<file path="config.mk">
export PLATFORM = sky130hd
export DESIGN_NAME = alpha_over_composite
export DESIGN_NICKNAME = d
export VERILOG_FILES = /design/src/hdl/aoc_pkg.sv /design/src/hdl/alpha_over_composite.sv /design/src/hdl/aoc_window.sv /design/src/hdl/aoc_div255.sv
export SDC_FILE = /design/constraint.sdc
export NUM_CORES = 2
export LEC_CHECK = 0
export BUFFER_PORTS_ARGS = -buffer_cell sky130_fd_sc_hd__buf_2
export CORE_ASPECT_RATIO = 0.7
export CORE_MARGIN = 3
export CORE_UTILIZATION = 55
export DETAILED_ROUTE_END_ITERATION = 7
export PLACE_DENSITY = 0.72
export SYNTH_ARGS = -nofsm -noshare
export SYNTH_HDL_FRONTEND = slang
export SYNTH_SLANG_ARGS = --single-unit
export TNS_END_PERCENT = 50
</file>
<file path="constraint.sdc">
create_clock -name clk -period 73.6 [get_ports clk]
set_input_delay 3.68 -clock clk [delete_from_list [all_inputs] [get_ports clk]]
set_output_delay 3.68 -clock clk [all_outputs]
set_load 0.005 [all_outputs]
</file>
<file path="src/hdl/aoc_pkg.sv">
`timescale 1ns / 1ps

package aoc_pkg;

    localparam int COORD_W = 12;
    localparam int CFG_W   = 13;
    localparam int CHAN_W  = 8;
    localparam int NUM_COL = 3;
    localparam int WIN_W   = 16;

    localparam logic [CHAN_W-1:0] FULL = 8'd255;

    typedef enum logic [1:0] {
        REG_OFFSET_X       = 2'd0,
        REG_OFFSET_Y       = 2'd1,
        REG_OVERLAY_WIDTH  = 2'd2,
        REG_OVERLAY_HEIGHT = 2'd3
    } cfg_reg_t;

    typedef logic [NUM_COL-1:0][CHAN_W-1:0] colour_t;

    typedef struct packed {
        logic                in_window;
        colour_t             base_col;
        logic [CHAN_W-1:0]   base_alpha;
        colour_t             over_col;
        logic [CHAN_W-1:0]   over_alpha;
    } pix_pass_t;

endpackage

</file>
<file path="src/hdl/alpha_over_composite.sv">
`timescale 1ns / 1ps

// Throughput: one pixel per clock; the whole pipeline holds while a result waits.
// Stages: window test and 8x8 products, 16x8 product, two /255 units in series.
// Reset (rst_n, async, active low): pipeline empties and window settings read 0; data registers are not reset.
module alpha_over_composite
    import aoc_pkg::*;
#(
    parameter int MAX_DIM = 4096
)
(
    input  logic               clk,
    input  logic               rst_n,
    input  logic               cfg_write,
    input  logic [1:0]         cfg_index,
    input  logic [CFG_W-1:0]   cfg_data,
    input  logic               in_valid,
    output logic               in_ready,
    input  logic [COORD_W-1:0] row,
    input  logic [COORD_W-1:0] column,
    input  logic [CHAN_W-1:0]  base_red,
    input  logic [CHAN_W-1:0]  base_green,
    input  logic [CHAN_W-1:0]  base_blue,
    input  logic [CHAN_W-1:0]  base_alpha,
    input  logic [CHAN_W-1:0]  over_red,
    input  logic [CHAN_W-1:0]  over_green,
    input  logic [CHAN_W-1:0]  over_blue,
    input  logic [CHAN_W-1:0]  over_alpha,
    output logic               out_valid,
    input  logic               out_ready,
    output logic [CHAN_W-1:0]  out_red,
    output logic [CHAN_W-1:0]  out_green,
    output logic [CHAN_W-1:0]  out_blue,
    output logic [CHAN_W-1:0]  out_alpha,
    output logic               covered
);

    localparam int DEPTH = 6;
    localparam int LAST  = DEPTH - 1;

    logic                  adv;
    logic                  in_window;
    pix_pass_t             pass_in;
    pix_pass_t             pass_reg [DEPTH];
    logic [DEPTH-1:0]      valid_reg;
    logic [DEPTH-1:0]      valid_next;
    logic [15:0]           pa_next;
    logic [15:0]           pa_reg;
    logic [NUM_COL-1:0][15:0] pc_next;
    logic [NUM_COL-1:0][15:0] pc_reg [4];
    logic [NUM_COL-1:0][23:0] u_next;
    logic [NUM_COL-1:0][23:0] u_reg;
    logic [NUM_COL-1:0][15:0] under;
    logic [NUM_COL-1:0][16:0] sum;
    colour_t               blend;
    logic [CHAN_W-1:0]     alpha_q;
    logic [CHAN_W-1:0]     alpha_reg [3];
    pix_pass_t             last;
    logic                  opaque;

    assign adv      = !valid_reg[LAST] || out_ready;
    assign in_ready = adv;

    aoc_window #(
        .MAX_DIM (MAX_DIM)
    ) u_window (
        .clk       (clk),
        .rst_n     (rst_n),
        .cfg_write (cfg_write),
        .cfg_index (cfg_index),
        .cfg_data  (cfg_data),
        .row       (row),
        .column    (column),
        .in_window (in_window)
    );

    assign pass_in.in_window  = in_window;
    assign pass_in.base_col   = {base_blue, base_green, base_red};
    assign pass_in.base_alpha = base_alpha;
    assign pass_in.over_col   = {over_blue, over_green, over_red};
    assign pass_in.over_alpha = over_alpha;

    assign valid_next = {valid_reg[LAST-1:0], in_valid};

    always_ff @(posedge clk or negedge rst_n)
    begin
        if (!rst_n)
        begin
            valid_reg <= '0;
        end
        else if (adv)
        begin
            valid_reg <= valid_next;
        end
    end

    // stage 1 products
    assign pa_next = 16'(base_alpha) * 16'(FULL - over_alpha);
    always_comb
    begin
        for (int i = 0; i < NUM_COL; i++)
        begin
            pc_next[i] = 16'(over_alpha) * 16'(pass_in.over_col[i]);
            u_next[i]  = 24'(pa_reg) * 24'(pass_reg[0].base_col[i]);
            sum[i]     = 17'(pc_reg[3][i]) + 17'(under[i]);
        end
    end

    always_ff @(posedge clk)
    begin
        if (adv)
        begin
            pass_reg[0] <= pass_in;
            for (int k = 1; k < DEPTH; k++)
            begin
                pass_reg[k] <= pass_reg[k-1];
            end
            pa_reg    <= pa_next;
            pc_reg[0] <= pc_next;
            for (int k = 1; k < 4; k++)
            begin
                pc_reg[k] <= pc_reg[k-1];
            end
            u_reg        <= u_next;
            alpha_reg[0] <= pass_reg[2].over_alpha + alpha_q;
            alpha_reg[1] <= alpha_reg[0];
            alpha_reg[2] <= alpha_reg[1];
        end
    end

    aoc_div255 #(
        .IN_W  (16),
        .OUT_W (CHAN_W)
    ) u_div_alpha (
        .clk      (clk),
        .enable   (adv),
        .dividend (pa_reg),
        .quotient (alpha_q)
    );

    for (genvar g = 0; g < NUM_COL; g++)
    begin : g_chan
        aoc_div255 #(
            .IN_W  (24),
            .OUT_W (16)
        ) u_div_under (
            .clk      (clk),
            .enable   (adv),
            .dividend (u_reg[g]),
            .quotient (under[g])
        );

        aoc_div255 #(
            .IN_W  (17),
            .OUT_W (CHAN_W)
        ) u_div_out (
            .clk      (clk),
            .enable   (adv),
            .dividend (sum[g]),
            .quotient (blend[g])
        );
    end

    assign last      = pass_reg[LAST];
    assign opaque    = (last.over_alpha == FULL);
    assign out_valid = valid_reg[LAST];
    assign covered   = last.in_window;

    always_comb
    begin
        if (!last.in_window)
        begin
            out_red   = last.base_col[0];
            out_green = last.base_col[1];
            out_blue  = last.base_col[2];
            out_alpha = last.base_alpha;
        end
        else if (opaque)
        begin
            out_red   = last.over_col[0];
            out_green = last.over_col[1];
            out_blue  = last.over_col[2];
            out_alpha = last.over_alpha;
        end
        else
        begin
            out_red   = blend[0];
            out_green = blend[1];
            out_blue  = blend[2];
            out_alpha = alpha_reg[2];
        end
    end

    a_hold_on_stall: assert property (@(posedge clk) disable iff (!rst_n)
        !adv |=> $stable(valid_reg))
        else $error("pipeline moved during stall");

    a_alpha_floor: assert property (@(posedge clk) disable iff (!rst_n)
        (out_valid && covered) |-> (out_alpha >= last.over_alpha))
        else $error("composited alpha below overlay alpha");

    a_accept_moves: assert property (@(posedge clk) disable iff (!rst_n)
        (in_valid && in_ready) |=> valid_reg[0])
        else $error("accepted transfer not captured");

endmodule

</file>
<file path="src/hdl/aoc_window.sv">
`timescale 1ns / 1ps

module aoc_window
    import aoc_pkg::*;
#(
    parameter int MAX_DIM = 4096
)
(
    input  logic               clk,
    input  logic               rst_n,
    input  logic               cfg_write,
    input  logic [1:0]         cfg_index,
    input  logic [CFG_W-1:0]   cfg_data,
    input  logic [COORD_W-1:0] row,
    input  logic [COORD_W-1:0] column,
    output logic               in_window
);

    logic signed [CFG_W-1:0] offset_x_reg;
    logic signed [CFG_W-1:0] offset_y_reg;
    logic [CFG_W-1:0]        width_reg;
    logic [CFG_W-1:0]        height_reg;
    logic [CFG_W-1:0]        dim_clamped;
    logic signed [WIN_W-1:0] row_s;
    logic signed [WIN_W-1:0] col_s;
    logic signed [WIN_W-1:0] left;
    logic signed [WIN_W-1:0] top;
    logic signed [WIN_W-1:0] right;
    logic signed [WIN_W-1:0] bottom;

    // dimensions saturate at MAX_DIM
    assign dim_clamped = (32'(cfg_data) > 32'(MAX_DIM)) ? CFG_W'(MAX_DIM) : cfg_data;

    always_ff @(posedge clk or negedge rst_n)
    begin
        if (!rst_n)
        begin
            offset_x_reg <= '0;
            offset_y_reg <= '0;
            width_reg    <= '0;
            height_reg   <= '0;
        end
        else if (cfg_write)
        begin
            unique case (cfg_reg_t'(cfg_index))
                REG_OFFSET_X:       offset_x_reg <= cfg_data;
                REG_OFFSET_Y:       offset_y_reg <= cfg_data;
                REG_OVERLAY_WIDTH:  width_reg    <= dim_clamped;
                REG_OVERLAY_HEIGHT: height_reg   <= dim_clamped;
                default: ;
            endcase
        end
    end

    assign row_s  = signed'({{(WIN_W-COORD_W){1'b0}}, row});
    assign col_s  = signed'({{(WIN_W-COORD_W){1'b0}}, column});
    assign left   = {{(WIN_W-CFG_W){offset_x_reg[CFG_W-1]}}, offset_x_reg};
    assign top    = {{(WIN_W-CFG_W){offset_y_reg[CFG_W-1]}}, offset_y_reg};
    assign right  = left + signed'({{(WIN_W-CFG_W){1'b0}}, width_reg});
    assign bottom = top + signed'({{(WIN_W-CFG_W){1'b0}}, height_reg});

    assign in_window = (row_s >= top) && (row_s < bottom) && (col_s >= left) && (col_s < right);

endmodule

</file>
<file path="src/hdl/aoc_div255.sv">
`timescale 1ns / 1ps

// two-stage floor(x/255): reciprocal estimate, then one-step correction
module aoc_div255
#(
    parameter int IN_W  = 24,
    parameter int OUT_W = 16
)
(
    input  logic             clk,
    input  logic             enable,
    input  logic [IN_W-1:0]  dividend,
    output logic [OUT_W-1:0] quotient
);

    localparam int Q_W   = IN_W - 7;
    localparam int P_W   = IN_W + 25;
    localparam logic [24:0] RECIP = 25'h1010101;

    logic [P_W-1:0]  prod;
    logic [Q_W-1:0]  q0_reg;
    logic [IN_W-1:0] x_reg;
    logic [IN_W:0]   q0_times;
    logic [IN_W:0]   rem;
    logic [Q_W-1:0]  q_next;
    logic [Q_W-1:0]  q_reg;

    assign prod = P_W'(dividend) * P_W'(RECIP);

    always_ff @(posedge clk)
    begin
        if (enable)
        begin
            q0_reg <= prod[P_W-1:32];
            x_reg  <= dividend;
            q_reg  <= q_next;
        end
    end

    assign q0_times = {q0_reg, 8'd0} - (IN_W+1)'(q0_reg);
    assign rem      = (IN_W+1)'(x_reg) - q0_times;
    assign q_next   = (rem >= (IN_W+1)'(255)) ? q0_reg + Q_W'(1) : q0_reg;
    assign quotient = OUT_W'(q_reg);

endmodule
</file>
; Word-level counts from Yosys, hierarchy flattened
; Memory sizes are Yosys's and may differ from the RTL's.
; Cells that the tools add are included.
[classes]
n_lt_le_gt_ge = 12
add_sub_neg = 28
reduce_logical = 10
n_mux = 18
multipliers = 14
n_eq_ne = 4
[op_table]
columns = cell, count
row1 = $mul 24x25->49 const B, 3
row2 = $mul 17x25->42 const B, 3
row3 = $mux 8, 12
row4 = $ge 25x8->1 const B, 3
row5 = $sub 24x25->25, 3
row6 = $sub 25x17->25, 3
row7 = $mul 16x8->24, 3
row8 = $ge 18x8->1 const B, 3
row9 = $sub 17x18->18, 3
row10 = $sub 18x10->18, 3
row11 = $add 16x16->17, 3
row12 = $add 16x1->16 const B, 3
row13 = $mul 8x8->16, 3
row14 = $mux 16, 3
row15 = $mul 16x25->41 const B, 1
row16 = $add 8x1->8 const B, 4
row17 = $lt 13x16->1, 2
row18 = $add 13x14->15, 2
row19 = $ge 13x13->1, 2
row20 = $ge 17x8->1 const B, 1
row21 = $sub 16x17->17, 1
row22 = $sub 17x9->17, 1
row23 = $mul 9x9->16, 1
row24 = $gt 13x13->1 const B, 1
row25 = 12 further kinds, 19
[totals]
reg_bits = 455
output_inout_bits = 35
mem_bits_rw = 606
memories = 3
[memory_table]
columns = name, words, word_bits, rd, rd_ports_with_merged_regs, write_ports, line
row1 = pass_reg, 6, 65, 6, 0, 6, alpha_over_composite.sv:44  ; pix_pass_t pass_reg [DEPTH];
row2 = pc_reg, 4, 48, 4, 0, 4, alpha_over_composite.sv:50  ; logic [NUM_COL-1:0][15:0] pc_reg [4];
row3 = alpha_reg, 3, 8, 3, 0, 3, alpha_over_composite.sv:57  ; logic [CHAN_W-1:0] alpha_reg [3];

; Longest topological paths before layout
[logic_depth]
word_depth = 5
ltp_mapped = 30
depth_no_buf = 30

; Modules after synthesis
; Synthesis repeated with hierarchy kept, for this count alone.
[hier_totals]
hier_cells = 7417
area_unflattened_um2 = 82002.4
[by_module_without_submodules]
columns = mod, area_per_inst_um2, seq_area_each_um2, cells_per_inst, instances
row1 = alpha_over_composite, 45030.7, 20990.1, 3664, 1
row2 = aoc_div255 (g_chan[0].u_div_under ...), 6437.4, 1711.6, 653, 2
row3 = aoc_div255 (g_chan[0].u_div_out ...), 3268.1, 1051.0, 314, 3
row4 = aoc_div255 (g_chan[2].u_div_under), 6956.7, 1711.6, 737, 1
row5 = aoc_window, 4297.9, 1301.2, 473, 1
row6 = aoc_div255 (u_div_alpha), 3037.9, 991.0, 295, 1

; Worst setup path after synthesis
; OpenSTA, ideal clock, no wires.
[synth_timing]
path_type = input to register
startpoint = input out_ready
endpoint = register valid_reg[0]
path_buffers = 1
stages = 3
slack_ps = 38846
arrival_ps = 34566
cell_sequence = nand2b_1 > clkbuf_1 > mux2_2
[synth_between]
elab_chain_len = 1
[synth_lines]
columns = element, line
row1 = "start, declared", alpha_over_composite.sv:30  ; input logic out_ready,
row2 = $logic_or 1x1->1, alpha_over_composite.sv:61  ; assign adv = !valid_reg[LAST] || out_ready;
row3 = named net in_ready, alpha_over_composite.sv:18  ; output logic in_ready,
row4 = "end signal, assigned", alpha_over_composite.sv:93  ; valid_reg <= valid_next;
row5 = "end, declared", alpha_over_composite.sv:45  ; logic [DEPTH-1:0] valid_reg;
; The timed path passes the listed nets, and every way through them passes these cells.
; A chain may end at the register's enable or synchronous reset.

; Worst setup path in the final report
[layout_timing]
startpoint = input out_ready
endpoint = output in_ready
[layout_between]
elab_chain_len = 1
[layout_lines]
columns = element, line
row1 = $logic_or 1x1->1, alpha_over_composite.sv:61
row2 = "end, declared", alpha_over_composite.sv:18
; Every way passes these cells.

==> results.md <==
- The flip-flop count of the largest register, all copies and words added is 390.
- The final HPWL from detailed placement is 133 mm.
- The overall die area is 0.148 mm2.
- The routed length per placed instance is 18.8 um.
- The number of buffer cells added on primary ports is 142.
- The number of clock buffers inserted by TritonCTS is 102.
- The cell seen most often among critical-path stages is sky130_fd_sc_hd__buf_2.
- STA classifies the critical path startpoint as an input pin.
- In this run the vertical extent of the chip is 323 um.
- After clock tree synthesis, the setup repair step added 0 buffers.
- The number of global-route vias before repair is 51100.
- The initialized floorplan defines 115 standard-cell rows.
- The die is 459 um wide.
- The tightest slew margin relative to the limit is 12.1%.
- Traced cell by cell, the critical path runs through buf_2 -> nand2b_4 -> buf_2.
- Once the floorplan was initialized, standard cells occupied 55.9% of the core.
- The all-layer global routing usage is 23.4%.
- The congestion estimate from routability-driven global placement came to 0.900.
- The final critical delay including setup and external delays is 8.03 ns.
- In the routed design, unresolved DRC markers number 0.
- The largest net degree at the start of global routing is 192.
- Setup repair after global routing left no endpoint under its margin.
- The number of antenna violations at the first check in global routing is 10.
- The maximum achievable frequency is 124 MHz.
- The largest individual stage delay along the critical path comes from the cell sky130_fd_sc_hd__nand2b_4.
- Hold repair after CTS inserted 0 buffers.
- The mapped cell area is 0.0791 mm2.
- The overall overflow remaining after global route is 0.
- The category of the most critical setup path is input pin to output port.
- Counting distinct cell types in the post-synthesis netlist gives 90.
- The number of nets in the synthesized netlist is 8782.
- The layer flagged by global routing as most heavily used is met2.
- The classification of the worst-slack hold path is flip-flop to flip-flop.
- The gate count of the mapped netlist is 7073.
- Global routing used 34.9% of the available met1 tracks.
- The total count of hold-check failures in the final report is 0.
- STA classifies the critical path endpoint as an output port.
- The clock net in this run drives a total of 1061 sinks.
- At the pin with the least slew margin, the transition time is 1.31 ns.
- For the worst setup path, the data required time is 69.92 ns.
- The share of the synthesized area in the top cell type is 38.1%.
- The post-route antenna net violation count is 0.
- In the finished design, the share of the clock period the worst path needs comes to 10.9%.
- The total via count after detailed routing is 51500.
- The most instantiated flip-flop cell in the synthesis netlist is sky130_fd_sc_hd__edfxtp_1.
- The number of cells on the worst reg-to-reg path is 25.
- The first global-routing pass estimated 276 mm of wire.
- The count of instances resized after the clock tree is built is 0.
- The cell count of the worst hold path is 0.
- Yosys instantiated no cell more often than sky130_fd_sc_hd__ha_1.
- The deepest clock path buffer count is 3.
- Counting flops with a built-in enable in the synthesized netlist gives 1003.
- The number of placed I/O pins is 143.
- Setup violations remaining at the end of the flow were counted as 0.
- The total count of max-transition violations in the final report was 0.
- Across the routed clock network, the largest skew measured is 0.0320 ns.
- In the final design database the tool counted 8940 nets.
- The sequential fraction of the synthesis area is 39.9%.
- Of the cells placed in the final design, the portion with a size suffix greater than 1 is 5.62%.
- The arrival time of the worst setup path is 4.35 ns.
- The synthesis-to-layout area growth is 7.95%.
- In this run the worst path has a maximum fanout of 19.
- By count the netlist is led by sky130_fd_sc_hd__ha_1, sky130_fd_sc_hd__inv_1, sky130_fd_sc_hd__edfxtp_1.
- The met2 global-route usage is 35.0%.
- The number of DRC markers after the initial detailed-route iteration is 4248.
- The TritonCTS clock tree is done.
- The flow ran to the end, and the final reports show no timing, DRC or antenna violations.
- The synthesized flop and latch total is 1061.
- The synthesized design spends more area on one cell type than any other, namely sky130_fd_sc_hd__edfxtp_1.
- The final sum of negative setup slack is 0 ns.
- The async set-reset flop share out of synthesis is 5.47%.
- CTS built an H-tree with a depth of 3.
- Ranked by total cell area, the synthesized netlist is headed by sky130_fd_sc_hd__edfxtp_1, sky130_fd_sc_hd__ha_1, sky130_fd_sc_hd__fa_1, sky130_fd_sc_hd__inv_1, sky130_fd_sc_hd__xnor2_1.
- The worst stage delay on the critical path is 0.32 ns.
- The first-pass detailed-route iteration total is 8.
- The final routed wirelength across all metal layers is 172 mm.
- The global-route track usage on met3 is 4.92%.
- In the routed layout, each cell is associated on average with a via count of 5.60.
- The core outline area is 0.142 mm2.
- The mean area per synthesized cell is 11.2 um2.
- The max-capacitance violation count is 0.
- The clock transition at the registers of the reported paths is 0.06 ns.
- The clock root buffer master is sky130_fd_sc_hd__clkbuf_16.
- The yosys synthesis warning count is 0.
- The clock latency of the later-clocked register in the worst-skew pair is 0.73 ns.
[cell type report]
cell class / instances / area [um2]
Sequential cell: 1061 / 31600
Clock buffer: 117 / 2630
Clock inverter: 70 / 721
Timing Repair Buffer: 184 / 1040
Inverter: 1101 / 4130
Antenna cell: 13 / 32.5
Multi-Input combinational cell: 4781 / 42900
Tap cell: 1872 / 2340
Fill cell: 11400 / 56200
[critical path, delay by kind of cell]
family                 cells  cell delay, ns
buffers and inverters      2            0.33
and+or+nand+nor            1            0.32
[path summary, 6_finish.rpt]
path | startpoint | to | slack (ns)
max | out_ready | in_ready | 65.57
min | pc_reg[0][37]$_DFFE_PP_ | pc_reg[1][37]$_DFFE_PP_ | 0.39
max reg2reg | pc_reg[3][0]$_DFFE_PP_ | g_chan[0].u_div_out.q0_reg[8]$_DFFE_PP_ | 66.59
min reg2reg | pc_reg[0][37]$_DFFE_PP_ | pc_reg[1][37]$_DFFE_PP_ | 0.39
max in group asynchronous | rst_n | valid_reg[0]$_DFFE_PN0P_ | 69.99
min in group asynchronous | rst_n | u_window.offset_y_reg[0]$_DFFE_PN0P_ | 3.10
[layout by cell type (no fill, tap or decap), types with 112 or more instances in the layout]
master,n
sky130_fd_sc_hd__nor2_1,251
sky130_fd_sc_hd__o21ai_0,216
sky130_fd_sc_hd__ha_1,1134
sky130_fd_sc_hd__a21o_1,112
sky130_fd_sc_hd__fa_1,467
sky130_fd_sc_hd__a21oi_1,295
sky130_fd_sc_hd__edfxtp_1,1003
sky130_fd_sc_hd__inv_1,1101
sky130_fd_sc_hd__buf_2,142
sky130_fd_sc_hd__nand2_1,502
sky130_fd_sc_hd__xnor2_1,246
sky130_fd_sc_hd__and2_1,338
[through the flow]
stage	setup slack (ns)	instance area (um2)	instances	util (%)	hold WS, ns
3_5_place_dp	65.03	82000	8999	57.9	0.405
2_1_floorplan	38.85	79100	7073	-	0.400
3_3_place_gp	65.11	82000	8999	57.9	0.400
4_1_cts	65.56	85300	9186	60.3	0.399
5_1_grt	65.42	85400	9196	60.3	0.407
6_report	65.57	85400	9199	60.3	0.394
[logic make-up (layout without fill, tap and decap cells)]
kind of cell | after synthesis | in the layout | share of synthesized area [%]
simple gates | 1747 | 1747 | 11.3
fa+ha+maj | 1601 | 1601 | 29.8
other cells | 0 | 13 | 0
flops | 1061 | 1061 | 39.9
compound gates | 1004 | 1004 | 8.27
mux | 72 | 72 | 0.954
xor+xnor | 357 | 357 | 3.95
buf+inv | 1231 | 1472 | 5.86
[metal layers]
metal  wire length [um]  share of wire, %  vias to the layer above
met3              11800               6.9                      225
met1              82600                48                    25100
met4               3990               2.3                        0
li1                   -                 -                    24700
met2              74100                43                     1443
met5                  0                 0                        -
Power is not shown: default switching activity piles up to over one toggle a cycle in this logic, so the estimate is an artifact.
